### src/tmp_pkg.sv
// Shared constants, codes and types of the trapezoidal motion profile unit.
`default_nettype none

package tmp_pkg;

	// Fixed-point formats.
	localparam int FRAC_BITS = 16;
	localparam int POS_WIDTH = 32;
	localparam int TIME_W = 48;
	localparam int DIST_W = POS_WIDTH + 1;
	localparam int VEL_W = 31;
	localparam int STEP_W = 20;
	localparam int PHASE_W = 2;

	// Stream and register port widths.
	localparam int IN_DATA_W = ((STEP_W + 7) / 8) * 8;
	localparam int OUT_DATA_W = ((POS_WIDTH + PHASE_W + TIME_W + 7) / 8) * 8;
	localparam int ADDR_W = 4;
	localparam int APB_DATA_W = 32;

	// Serial arithmetic: word widths and iteration counts.
	localparam int WORD_W = 64;
	localparam int ROOT_W = 32;
	localparam int DVSR_W = 32;
	localparam int CNT_W = 7;
	localparam int MUL_STEPS = WORD_W;
	localparam int DIV_STEPS = WORD_W;
	localparam int SQRT_STEPS = ROOT_W;

	typedef enum logic [PHASE_W-1:0] {
		PH_ACCEL,
		PH_CRUISE,
		PH_DECEL,
		PH_DONE
	} phase_t;

	typedef enum logic [1:0] {
		REG_START,
		REG_TARGET,
		REG_VEL,
		REG_ACCEL
	} reg_idx_t;

	typedef enum logic [1:0] {
		ENG_NONE,
		ENG_MUL,
		ENG_DIV,
		ENG_SQRT
	} eng_t;

	typedef enum logic [3:0] {
		ST_IDLE,
		ST_MUL_DA,
		ST_MUL_VV,
		ST_DIV_T1,
		ST_DIV_CRUISE,
		ST_DIV_X1,
		ST_SQRT,
		ST_DIV_T1_TRI,
		ST_ADVANCE,
		ST_CLASSIFY,
		ST_MUL_GAIN,
		ST_MUL_A1,
		ST_MUL_A2,
		ST_POSN
	} state_t;

endpackage

`default_nettype wire

### src/trapezoid_motion_profile_unit.sv
// Top level of the trapezoidal motion profile unit: sequencer and serial arithmetic.
`default_nettype none

// Point-to-point set point generator with a trapezoidal (or, for short moves,
// triangular) velocity profile. Each request on the slave stream is one control
// tick: s_tuser carries the restart flag and s_tdata the time step. For each
// request exactly one result leaves on the master stream: position, phase and
// total profile time. Start, target, peak velocity and acceleration are written
// through the APB port. The user must write them only while the unit is idle;
// the unit itself does not enforce this.
// All multiplies, divides and the square root run through one shared bit-serial
// unit: a shift-add multiplier, a restoring divider and a digit-by-digit square
// root, one bit (two radicand bits for the root) per cycle. A finished tick needs
// no arithmetic, a cruising one a single multiply, an accelerating one two and a
// decelerating one three. A restart adds the segment computation, which differs
// for a trapezoid and a triangle.
// One request is worked at a time; the next is taken once the result has moved
// into the output register, so a stalled receiver only blocks after one more
// request has been computed. Reset clears the profile, so until the first
// restart the output is the start position, finished, with total time zero.

module trapezoid_motion_profile_unit (
	input  wire                                clk,
	input  wire                                arst_n,
	// Slave stream: tdata = tick_dt[19:0], zero filled; tuser = restart.
	input  wire                                s_tvalid,
	output logic                               s_tready,
	input  wire  [tmp_pkg::IN_DATA_W-1:0]      s_tdata,
	input  wire                                s_tuser,
	// Master stream: tdata = position[31:0], phase[33:32], total_time[81:34],
	// zero filled above.
	output logic                               m_tvalid,
	input  wire                                m_tready,
	output logic [tmp_pkg::OUT_DATA_W-1:0]     m_tdata,
	// Configuration port.
	input  wire                                psel,
	input  wire                                penable,
	input  wire                                pwrite,
	input  wire  [tmp_pkg::ADDR_W-1:0]         paddr,
	input  wire  [tmp_pkg::APB_DATA_W-1:0]     pwdata,
	output logic [tmp_pkg::APB_DATA_W-1:0]     prdata,
	output logic                               pready
);
	import tmp_pkg::*;

	localparam int GAIN_SH = FRAC_BITS;
	localparam int LOSS_SH = 2 * FRAC_BITS + 1;

	// Configuration registers.
	logic [POS_WIDTH-1:0] start_pos_q, target_pos_q;
	logic [VEL_W-1:0]     max_vel_q, accel_q;

	// Profile state.
	logic [TIME_W-1:0]    elapsed_q, t1_q, t2_q, tf_q;
	logic [DIST_W-1:0]    dist_q, x1_q, x2_q;
	logic                 dir_neg_q;
	logic [ROOT_W-1:0]    peak_q;

	// Sequencer.
	state_t               state_q, state_d;
	logic [CNT_W-1:0]     cnt_q, cnt_load;
	eng_t                 eng;
	logic                 cnt_done, out_free, out_load, trap_c;

	// Working registers of a tick.
	logic [STEP_W-1:0]    tstep_q;
	logic [WORD_W-1:0]    p1_q, p2_q, gain_q;
	logic [TIME_W-1:0]    cruise_q, t_op_q;
	logic [DIST_W-1:0]    x_q;
	phase_t               ph_q;

	// Serial engine registers.
	logic [WORD_W-1:0]    mcand_q, acc_h_q, acc_l_q;
	logic [WORD_W-1:0]    quo_q;
	logic [DVSR_W-1:0]    dvsr_q, rem_q;
	logic [WORD_W-1:0]    src_q;
	logic [ROOT_W:0]      srem_q;
	logic [ROOT_W-1:0]    root_q;

	// Output register.
	logic                 out_valid_q;
	logic [POS_WIDTH-1:0] out_pos_q;
	phase_t               out_ph_q;
	logic [TIME_W-1:0]    out_tt_q;

	// Combinational values.
	logic [VEL_W-1:0]     v_eff, a_eff;
	logic [DIST_W-1:0]    diff_c, dist_c;
	logic                 dir_c, cfg_wr;
	logic [WORD_W:0]      mul_sum;
	logic [2*WORD_W-1:0]  mul_prod;
	logic [DVSR_W:0]      div_sh;
	logic [DVSR_W+1:0]    div_diff;
	logic                 div_ge;
	logic [ROOT_W+2:0]    sq_r, sq_trial;
	logic [ROOT_W+3:0]    sq_diff;
	logic                 sq_ge;
	logic [TIME_W-1:0]    div_t48, tf_trap, tf_tri, adv_t;
	logic [TIME_W:0]      tf_sum, adv_sum;
	logic [WORD_W-1:0]    gain_m, a1_m, loss_m, dec_g, dist64;
	logic [DIST_W:0]      cr_sum, dec_sum;
	logic [DIST_W-1:0]    x_cruise, x_accel, x_decel;
	phase_t               cls_phase;
	logic [POS_WIDTH-1:0] pos_c;

	// ---------------------------------------------------------------
	// Configuration port.
	// ---------------------------------------------------------------
	assign pready = 1'b1;
	assign cfg_wr = psel && penable && pwrite;

	always_comb begin
		unique case (reg_idx_t'(paddr[ADDR_W-1:2]))
			REG_START:  prdata = APB_DATA_W'(start_pos_q);
			REG_TARGET: prdata = APB_DATA_W'(target_pos_q);
			REG_VEL:    prdata = APB_DATA_W'(max_vel_q);
			REG_ACCEL:  prdata = APB_DATA_W'(accel_q);
			default:    prdata = '0;
		endcase
	end

	// A register value of zero counts as the smallest step.
	assign v_eff = (max_vel_q == '0) ? VEL_W'(1) : max_vel_q;
	assign a_eff = (accel_q == '0) ? VEL_W'(1) : accel_q;

	// Distance and direction of the move.
	assign diff_c = {target_pos_q[POS_WIDTH-1], target_pos_q}
		- {start_pos_q[POS_WIDTH-1], start_pos_q};
	assign dir_c  = diff_c[DIST_W-1];
	assign dist_c = dir_c ? (~diff_c + DIST_W'(1)) : diff_c;
	assign dist64 = WORD_W'(dist_q);

	// ---------------------------------------------------------------
	// Serial engine datapath.
	// ---------------------------------------------------------------
	assign mul_sum  = {1'b0, acc_h_q} + (acc_l_q[0] ? {1'b0, mcand_q} : '0);
	assign mul_prod = {acc_h_q, acc_l_q};

	assign div_sh   = {rem_q, quo_q[WORD_W-1]};
	assign div_diff = {1'b0, div_sh} - {2'b00, dvsr_q};
	assign div_ge   = !div_diff[DVSR_W+1];

	assign sq_r     = {srem_q, src_q[WORD_W-1 -: 2]};
	assign sq_trial = {1'b0, root_q, 2'b01};
	assign sq_diff  = {1'b0, sq_r} - {1'b0, sq_trial};
	assign sq_ge    = !sq_diff[ROOT_W+3];

	// Saturated views of the finished product or quotient.
	assign div_t48 = (|quo_q[WORD_W-1:TIME_W]) ? '1 : quo_q[TIME_W-1:0];
	assign gain_m  = (|mul_prod[2*WORD_W-1:WORD_W+GAIN_SH]) ? '1
		: mul_prod[WORD_W+GAIN_SH-1:GAIN_SH];
	assign a1_m    = (|mul_prod[2*WORD_W-1:WORD_W]) ? '1 : mul_prod[WORD_W-1:0];
	assign loss_m  = (|mul_prod[2*WORD_W-1:WORD_W+LOSS_SH]) ? '1
		: mul_prod[WORD_W+LOSS_SH-1:LOSS_SH];

	// Segment end times.
	assign tf_sum  = {1'b0, t1_q} + {1'b0, cruise_q};
	assign tf_trap = tf_sum[TIME_W] ? '1 : tf_sum[TIME_W-1:0];
	assign tf_tri  = div_t48[TIME_W-1] ? '1 : {div_t48[TIME_W-2:0], 1'b0};

	// Time advance, saturating at the end of the profile.
	assign adv_sum = {1'b0, elapsed_q} + (TIME_W + 1)'(tstep_q);
	assign adv_t   = (adv_sum > {1'b0, tf_q}) ? tf_q : adv_sum[TIME_W-1:0];

	always_comb begin
		if (elapsed_q < t1_q) begin
			cls_phase = PH_ACCEL;
		end else if (elapsed_q < t2_q) begin
			cls_phase = PH_CRUISE;
		end else if (elapsed_q < tf_q) begin
			cls_phase = PH_DECEL;
		end else begin
			cls_phase = PH_DONE;
		end
	end

	// Travelled distance of each phase, clamped to the move.
	assign cr_sum   = {1'b0, gain_m[DIST_W-1:0]} + {1'b0, x1_q};
	assign x_cruise = (gain_m > dist64 || cr_sum > {1'b0, dist_q}) ? dist_q
		: cr_sum[DIST_W-1:0];
	assign x_accel  = (loss_m > dist64) ? dist_q : loss_m[DIST_W-1:0];
	assign dec_g    = (gain_q > loss_m) ? (gain_q - loss_m) : '0;
	assign dec_sum  = {1'b0, dec_g[DIST_W-1:0]} + {1'b0, x2_q};
	assign x_decel  = (dec_g > dist64 || dec_sum > {1'b0, dist_q}) ? dist_q
		: dec_sum[DIST_W-1:0];

	assign pos_c = dir_neg_q ? (start_pos_q - POS_WIDTH'(x_q))
		: (start_pos_q + POS_WIDTH'(x_q));

	assign trap_c = p1_q > mul_prod[WORD_W-1:0];

	// ---------------------------------------------------------------
	// Sequencer: next state.
	// ---------------------------------------------------------------
	assign cnt_done = (cnt_q == '0);
	assign out_free = !out_valid_q || m_tready;

	always_comb begin
		state_d = state_q;
		unique case (state_q)
			ST_IDLE: begin
				if (s_tvalid) begin
					state_d = s_tuser ? ST_MUL_DA : ST_ADVANCE;
				end
			end
			ST_MUL_DA:     if (cnt_done) state_d = ST_MUL_VV;
			ST_MUL_VV: begin
				if (cnt_done) begin
					state_d = trap_c ? ST_DIV_T1 : ST_SQRT;
				end
			end
			ST_DIV_T1:     if (cnt_done) state_d = ST_DIV_CRUISE;
			ST_DIV_CRUISE: if (cnt_done) state_d = ST_DIV_X1;
			ST_DIV_X1:     if (cnt_done) state_d = ST_ADVANCE;
			ST_SQRT:       if (cnt_done) state_d = ST_DIV_T1_TRI;
			ST_DIV_T1_TRI: if (cnt_done) state_d = ST_ADVANCE;
			ST_ADVANCE:    state_d = ST_CLASSIFY;
			ST_CLASSIFY: begin
				case (cls_phase) inside
					PH_ACCEL:            state_d = ST_MUL_A1;
					PH_CRUISE, PH_DECEL: state_d = ST_MUL_GAIN;
					default:             state_d = ST_POSN;
				endcase
			end
			ST_MUL_GAIN: begin
				if (cnt_done) begin
					state_d = (ph_q == PH_CRUISE) ? ST_POSN : ST_MUL_A1;
				end
			end
			ST_MUL_A1:     if (cnt_done) state_d = ST_MUL_A2;
			ST_MUL_A2:     if (cnt_done) state_d = ST_POSN;
			ST_POSN:       if (out_free) state_d = ST_IDLE;
			default:       state_d = ST_IDLE;
		endcase
	end

	// ---------------------------------------------------------------
	// Sequencer: outputs.
	// ---------------------------------------------------------------
	always_comb begin
		s_tready = (state_q == ST_IDLE);
		out_load = (state_q == ST_POSN) && out_free;
		unique case (state_q) inside
			ST_MUL_DA, ST_MUL_VV, ST_MUL_GAIN, ST_MUL_A1, ST_MUL_A2:
				eng = ENG_MUL;
			ST_DIV_T1, ST_DIV_CRUISE, ST_DIV_X1, ST_DIV_T1_TRI:
				eng = ENG_DIV;
			ST_SQRT:
				eng = ENG_SQRT;
			default:
				eng = ENG_NONE;
		endcase
		cnt_load = '0;
		if (state_d != state_q) begin
			unique case (state_d) inside
				ST_MUL_DA, ST_MUL_VV, ST_MUL_GAIN, ST_MUL_A1, ST_MUL_A2:
					cnt_load = CNT_W'(MUL_STEPS);
				ST_DIV_T1, ST_DIV_CRUISE, ST_DIV_X1, ST_DIV_T1_TRI:
					cnt_load = CNT_W'(DIV_STEPS);
				ST_SQRT:
					cnt_load = CNT_W'(SQRT_STEPS);
				default:
					cnt_load = '0;
			endcase
		end
	end

	// ---------------------------------------------------------------
	// Control and profile state.
	// ---------------------------------------------------------------
	always_ff @(posedge clk or negedge arst_n) begin
		if (!arst_n) begin
			start_pos_q  <= '0;
			target_pos_q <= '0;
			max_vel_q    <= VEL_W'(1) << FRAC_BITS;
			accel_q      <= VEL_W'(1) << FRAC_BITS;
			elapsed_q    <= '0;
			dist_q       <= '0;
			dir_neg_q    <= 1'b0;
			t1_q         <= '0;
			t2_q         <= '0;
			tf_q         <= '0;
			x1_q         <= '0;
			x2_q         <= '0;
			peak_q       <= '0;
			state_q      <= ST_IDLE;
			cnt_q        <= '0;
			out_valid_q  <= 1'b0;
		end else begin
			if (cfg_wr) begin
				unique case (reg_idx_t'(paddr[ADDR_W-1:2]))
					REG_START:  start_pos_q  <= pwdata[POS_WIDTH-1:0];
					REG_TARGET: target_pos_q <= pwdata[POS_WIDTH-1:0];
					REG_VEL:    max_vel_q    <= pwdata[VEL_W-1:0];
					REG_ACCEL:  accel_q      <= pwdata[VEL_W-1:0];
					default:    ;
				endcase
			end

			state_q <= state_d;
			if (state_d != state_q) begin
				cnt_q <= cnt_load;
			end else if (!cnt_done) begin
				cnt_q <= cnt_q - CNT_W'(1);
			end

			if (out_load) begin
				out_valid_q <= 1'b1;
			end else if (m_tready) begin
				out_valid_q <= 1'b0;
			end

			if (cnt_done) begin
				case (state_q)
					ST_IDLE: begin
						if (s_tvalid && s_tuser) begin
							elapsed_q <= '0;
							dist_q    <= dist_c;
							dir_neg_q <= dir_c;
						end
					end
					ST_DIV_T1: t1_q <= div_t48;
					ST_DIV_X1: begin
						tf_q   <= tf_trap;
						t2_q   <= tf_trap - t1_q;
						x1_q   <= quo_q[DIST_W-1:0];
						x2_q   <= dist_q - quo_q[DIST_W-1:0];
						peak_q <= ROOT_W'(v_eff);
					end
					ST_SQRT: peak_q <= root_q;
					ST_DIV_T1_TRI: begin
						t1_q <= div_t48;
						t2_q <= div_t48;
						tf_q <= tf_tri;
						x1_q <= dist_q >> 1;
						x2_q <= dist_q >> 1;
					end
					ST_ADVANCE: elapsed_q <= adv_t;
					default: ;
				endcase
			end
		end
	end

	// ---------------------------------------------------------------
	// Serial engine and working registers.
	// ---------------------------------------------------------------
	always_ff @(posedge clk) begin
		if (!cnt_done) begin
			case (eng)
				ENG_MUL: begin
					acc_h_q <= mul_sum[WORD_W:1];
					acc_l_q <= {mul_sum[0], acc_l_q[WORD_W-1:1]};
				end
				ENG_DIV: begin
					rem_q <= div_ge ? div_diff[DVSR_W-1:0] : div_sh[DVSR_W-1:0];
					quo_q <= {quo_q[WORD_W-2:0], div_ge};
				end
				ENG_SQRT: begin
					srem_q <= sq_ge ? sq_diff[ROOT_W:0] : sq_r[ROOT_W:0];
					root_q <= {root_q[ROOT_W-2:0], sq_ge};
					src_q  <= {src_q[WORD_W-3:0], 2'b00};
				end
				default: ;
			endcase
		end else begin
			case (state_q)
				ST_IDLE: begin
					if (s_tvalid) begin
						tstep_q <= s_tdata[STEP_W-1:0];
						acc_h_q <= '0;
						mcand_q <= WORD_W'(dist_c);
						acc_l_q <= WORD_W'(a_eff);
					end
				end
				ST_MUL_DA: begin
					p1_q    <= mul_prod[WORD_W-1:0];
					acc_h_q <= '0;
					mcand_q <= WORD_W'(v_eff);
					acc_l_q <= WORD_W'(v_eff);
				end
				ST_MUL_VV: begin
					p2_q   <= mul_prod[WORD_W-1:0];
					rem_q  <= '0;
					quo_q  <= WORD_W'(v_eff) << FRAC_BITS;
					dvsr_q <= DVSR_W'(a_eff);
					src_q  <= p1_q;
					srem_q <= '0;
					root_q <= '0;
				end
				ST_DIV_T1: begin
					rem_q  <= '0;
					quo_q  <= WORD_W'(dist_q) << FRAC_BITS;
					dvsr_q <= DVSR_W'(v_eff);
				end
				ST_DIV_CRUISE: begin
					cruise_q <= div_t48;
					rem_q    <= '0;
					quo_q    <= p2_q;
					dvsr_q   <= {a_eff, 1'b0};
				end
				ST_SQRT: begin
					rem_q  <= '0;
					quo_q  <= WORD_W'(root_q) << FRAC_BITS;
					dvsr_q <= DVSR_W'(a_eff);
				end
				ST_CLASSIFY: begin
					ph_q    <= cls_phase;
					acc_h_q <= '0;
					case (cls_phase)
						PH_ACCEL: begin
							mcand_q <= WORD_W'(a_eff);
							acc_l_q <= WORD_W'(elapsed_q);
							t_op_q  <= elapsed_q;
						end
						PH_CRUISE: begin
							mcand_q <= WORD_W'(peak_q);
							acc_l_q <= WORD_W'(elapsed_q - t1_q);
						end
						PH_DECEL: begin
							mcand_q <= WORD_W'(peak_q);
							acc_l_q <= WORD_W'(elapsed_q - t2_q);
							t_op_q  <= elapsed_q - t2_q;
						end
						default: x_q <= dist_q;
					endcase
				end
				ST_MUL_GAIN: begin
					gain_q  <= gain_m;
					x_q     <= x_cruise;
					acc_h_q <= '0;
					mcand_q <= WORD_W'(a_eff);
					acc_l_q <= WORD_W'(t_op_q);
				end
				ST_MUL_A1: begin
					acc_h_q <= '0;
					mcand_q <= a1_m;
					acc_l_q <= WORD_W'(t_op_q);
				end
				ST_MUL_A2: begin
					x_q <= (ph_q == PH_ACCEL) ? x_accel : x_decel;
				end
				ST_POSN: begin
					if (out_free) begin
						out_pos_q <= pos_c;
						out_ph_q  <= ph_q;
						out_tt_q  <= tf_q;
					end
				end
				default: ;
			endcase
		end
	end

	assign m_tvalid = out_valid_q;
	assign m_tdata  = OUT_DATA_W'({out_tt_q, out_ph_q, out_pos_q});

endmodule

`default_nettype wire
### config.mk
export PLATFORM = sky130hd
export DESIGN_NAME = trapezoid_motion_profile_unit
export DESIGN_NICKNAME = d
export VERILOG_FILES = /design/src/tmp_pkg.sv /design/src/trapezoid_motion_profile_unit.sv
export SDC_FILE = /design/constraint.sdc
export NUM_CORES = 2
export LEC_CHECK = 0
export BUFFER_PORTS_ARGS = -buffer_cell sky130_fd_sc_hd__buf_2
export CORE_UTILIZATION = 46
export DETAILED_ROUTE_END_ITERATION = 12
export SLEW_MARGIN = 10
export SYNTH_ARGS = -nofsm -noshare
export SYNTH_HDL_FRONTEND = slang
export SYNTH_SLANG_ARGS = --single-unit
### constraint.sdc
create_clock -name clk -period 32 [get_ports clk]
set_input_delay 6.4 -clock clk [delete_from_list [all_inputs] [get_ports clk]]
set_output_delay 6.4 -clock clk [all_outputs]
set_load 0.01 [all_outputs]
# == After elaboration in Yosys (flattened, before gate mapping) ==
# Cells that the tools add are included.
# op_classes
addsub,18
n_lt_le_gt_ge,11
n_eq_ne,45
muxes,84
bitwise,1
reduce_logical,68
# ops
cell,n
two-way mux 64 bit,17
case mux 64 bit (4 select lines),2
two-way mux 32 bit,13
case mux 48 bit (2 select lines),4
case mux 64 bit (5 select lines),1
case mux 64 bit (2 select lines),2
two-way mux 48 bit,5
greater-than comparator 64 x 33 -> 1 bit,3
case mux 32 bit (3 select lines),2
case mux 64 bit (3 select lines),1
two-way mux 33 bit,5
less-than comparator 48 bit,3
case mux 33 bit (2 select lines),2
greater-than comparator 64 bit,2
case mux 32 bit (4 select lines),1
subtractor 48 x 48 -> 49 bit,2
subtractor 48 bit,2
adder 33 x 33 -> 34 bit,2
greater-than comparator 34 x 33 -> 1 bit,2
adder 64 x 64 -> 65 bit,1
case mux 32 bit (2 select lines),1
OR reduction 64 bit,1
subtractor 64 bit,1
logical NOT 31 bit,2
54 further kinds,150
# totals
register_bits,1335

# == Logic depth before layout (Yosys ltp) ==
# depth
word_depth,13
mapped_depth,50

# == Worst setup path after synthesis ==
# Ideal clock, no wire load.
# synth_timing
kind,input to output
from,input port paddr[3] (netlist name)
to,output port prdata[10] (netlist name)
arrival_ns,7.821
required_time_ns,25.600
slack_ns,17.779
cell_stages,3
path_buffers,2
path_cell_list,clkbuf_1 > buf_1 > mux4_2
# synth_between
elab_chain_len,2
# synth_rtl
item,line,rtl
"start, declared",trapezoid_motion_profile_unit.sv:39,"input wire [tmp_pkg::ADDR_W-1:0] paddr,"
== test 2 bit (tied with other cells),trapezoid_motion_profile_unit.sv:113,unique case (reg_idx_t'(paddr[ADDR_W-1:2]))
case mux 32 bit (4 select lines) (*),trapezoid_motion_profile_unit.sv:113,
"end, declared",trapezoid_motion_profile_unit.sv:41,"output logic [tmp_pkg::APB_DATA_W-1:0] prdata,"
# Every way passes the cells marked *; elsewhere a longest branch is shown, timed or not.

# == Final worst setup path ==
# layout_timing
from,input port paddr[3] (netlist name)
to,output port prdata[28] (netlist name)
# Same word-level chain as after synthesis.

==> results.txt <==
Port bufs: 177
Die height: 455 um
PwrDens: 121 mW/mm^2
Clk sink count: 1335
Largest area contributor in the netlist: edfxtp_1
Die area: 0.207 mm^2
Pint: 6.42 mW
Synth Area in Compound Gates: 20.7%
Post-route ant nets: 0
Mapped Avg Cell Area: 9.26 um^2
Clk buf depth: 3
RSZ-0062 raised after global routing: no
H-tree levels: 4
NumNets Final: 11200
Largest family of logic cells by synthesized area: compound AO/OA/AOI/OAI gates
Post-Synth Simple-Gate Area: 15.3%
Vias in the first global route: 78500
First-pass GRT wire length: 525000 um
Clk_lat worst skew: 0.87 ns
Fmax: 0.0698 GHz
GRT Overall Usage: 34.3%
Post-Synth XOR/XNOR Area: 4.99%
Status: finished, final reports clean
Arr. time, crit path: 7.93 ns
Post-synth ARST share: 34.6%
Post-synth top cells: nand2_1, nor2_1, ha_1
Synth cell types: 118
Rows: 166
Top Ports: 191
Worst-margin pin slew: 1.33 ns
Routed WL: 362000 um
Worst slew margin: 10.5%
GPL Wtd Cong: 1.02
Most frequent cell after synthesis: nand2_1
Max Cap Viol: 0
Starting Density: 46.2%
Final core utilization: 50.9%
Final critical-path share of the clock period: 44.8%
Leakage: 44.5 nW
Final Setup Violations: 0
TritonRoute pass-1 iters: 9
Initial DRC count: 9538
CTS Hold Bufs: 0
Post_cts resized: 0
Worst-path fanout max: 35
Worst path max stage delay: 0.68 ns
CP Class: primary input to output pin
Post-synthesis mux area share: 2.44%
Dpl cells: 12800
Share of cells above drive strength 1: 8.51%
Max stage delay cell, worst path: mux4_2
Die width: 455 um
TritonCTS clock tree: done
Sw Pwr: 6.14 mW
Worst min-delay path category: flop to flop
Vias/cell: 6.27
CTS buffer count: 161
Min Tclk post-route: 14.33 ns
TNS Setup: 0 ns
Syn. warnings: 0
Seq cells post-synth: 1335
Register area share after synthesis: 40.0%
Sw frac: 48.9%
Drt drc: 0
Ranking of synthesized cells by area: edfxtp_1, dfrtp_1, ha_1
Via count: 82200
HPWL Detailed: 279000 um
Core area: 0.204 mm^2
Total gr overflow: 0
Clock Skews: 0.0475 ns
Worst Setup End Kind: output pin
Worst-path clk slew: 0.05 ns
Layout area overhead: 10.2%
Area of the mapped netlist: 0.0945 mm^2
Most frequent CP cell: buf_2
Seq pwr share: 27.1%
Drt wl/cell: 27.6 um
Top_reg_cell synth: edfxtp_1
Worst path bufs/invs: 3
CP top delay family: buffers and inverters
Clock root buffer: clkbuf_16
CP Data Required Time: 25.60 ns
Pin count of the biggest net entering global routing: 141
Final hold vios: 0
Mapped Cells: 10200
Clk pwr share: 15.3%
Combinational share of power: 57.6%
Post-synthesis adder-cell area fraction: 12.1%
Final cell count without fillers: 13100
CP cell instances: buf_2 -> buf_4 -> mux4_2 -> buf_2
Postcts setup bufs: 0
Number of antenna violations at the first check in global routing: 40
Max Slew Vio Count: 0
Count of flip-flops with a built-in enable after synthesis: 873
Share of the synthesized area in the top cell type: 27.7%
CP Launch Type: primary input
Max IR drop VDD: 76.4 uV
## stage by stage
| step | setup slack [ns] | hold slack, ns | power [mW] | cell area (um^2) |
|---|---|---|---|---|
| floorplan | 17.78 | 0.425 | 7.97 | 94500 |
| global placement | 17.67 | 0.444 | 10.3 | 98600 |
| CTS | 17.67 | 0.451 | 12.4 | 104000 |
| finish | 17.67 | 0.450 | 12.6 | 104000 |
| global route | 17.60 | 0.458 | 13.3 | 104000 |
| detailed placement | 17.67 | 0.434 | 10.4 | 98600 |
## path summary, 6_finish.rpt
check                             from            to  slack [ns]  depth (start not counted)
max                           paddr[3]    prdata[28]       17.67                          4
min                           tf_q[27]  out_tt_q[27]        0.45                          0
max reg2reg                acc_h_q[41]       x_q[10]       19.23                         41
min reg2reg                   tf_q[27]  out_tt_q[27]        0.45                          0
max in group asynchronous       arst_n      x1_q[29]       24.34                          3
min in group asynchronous       arst_n       tf_q[2]        5.59                          1
## routing by layer
metal,share of wire (%),vias up,global-route usage [%]
met4,5.8,2,17.5
met5,0.0033,-,0
met1,41,40000,45.7
li1,-,37500,-
met3,9.5,796,6.93
met2,44,3853,52.8
## cell families (layout without fill, tap and decap cells)
group | count (synthesis) | after routing
muxes | 178 | 178
AOI/OAI and AO/OA | 2988 | 2988
buffers and inverters | 1109 | 1307
DFF | 1335 | 1335
xor gates and xnor gates | 537 | 537
other | 2 | 18
and+or+nand+nor | 3145 | 3145
adders and majority gates | 907 | 907
## layout make-up
class / count / area, um^2
Antenna cell: 11 / 27.5
Clock buffer: 224 / 4520
Clock inverter: 75 / 941
Fill cell: 18900 / 100000
Inverter: 678 / 2540
Multi-Input combinational cell: 7762 / 52800
Sequential cell: 1335 / 37800
Tap cell: 2688 / 3360
Timing Repair Buffer: 330 / 2090
## sequential cells by signal, indices dropped and copies added (netlist names), 48 cells and up
name and count:
acc_h_q 64, acc_l_q 64, cruise_q 48, elapsed_q 48
gain_q 64, mcand_q 64, out_tt_q 48, p1_q 64
p2_q 64, quo_q 64, src_q 64, t1_q 48
t2_q 48, t_op_q 48, tf_q 48
## worst reg2reg max path: cells and delay by family (launching register included)
family | cells | cell delay, ns
simple gates | 17 | 5.48
fa+ha+maj | 4 | 1.39
flops | 1 | 0.39
compound gates | 16 | 4.13
xor+xnor | 1 | 0.41
buf+inv | 3 | 0.84
## power by group through the flow
stage                     clock [mW]  combinational (mW)  sequential, mW
after global placement             0                6.89            3.38
final                           1.92                7.24            3.40
after floorplan                    0                4.97            3.00
after CTS                       1.95                7.07            3.36
after global routing            2.01                7.86            3.41
after detailed placement           0                7.03            3.39
## layout by cell type, fill, tap and decap left out, types with 152 or more instances in the layout
cell / n
nor2_1: 941
buf_2: 176
o21ai_0: 593
dfrtp_1: 460
a21o_1: 381
clkbuf_16: 164
xnor2_1: 354
a31oi_1: 231
nor3_1: 152
a21oi_1: 794
ha_1: 891
xor2_1: 182
edfxtp_1: 873
inv_1: 675
nand3_1: 157
nand2_1: 1045
Note: power is estimated with default switching activity, not from simulation.
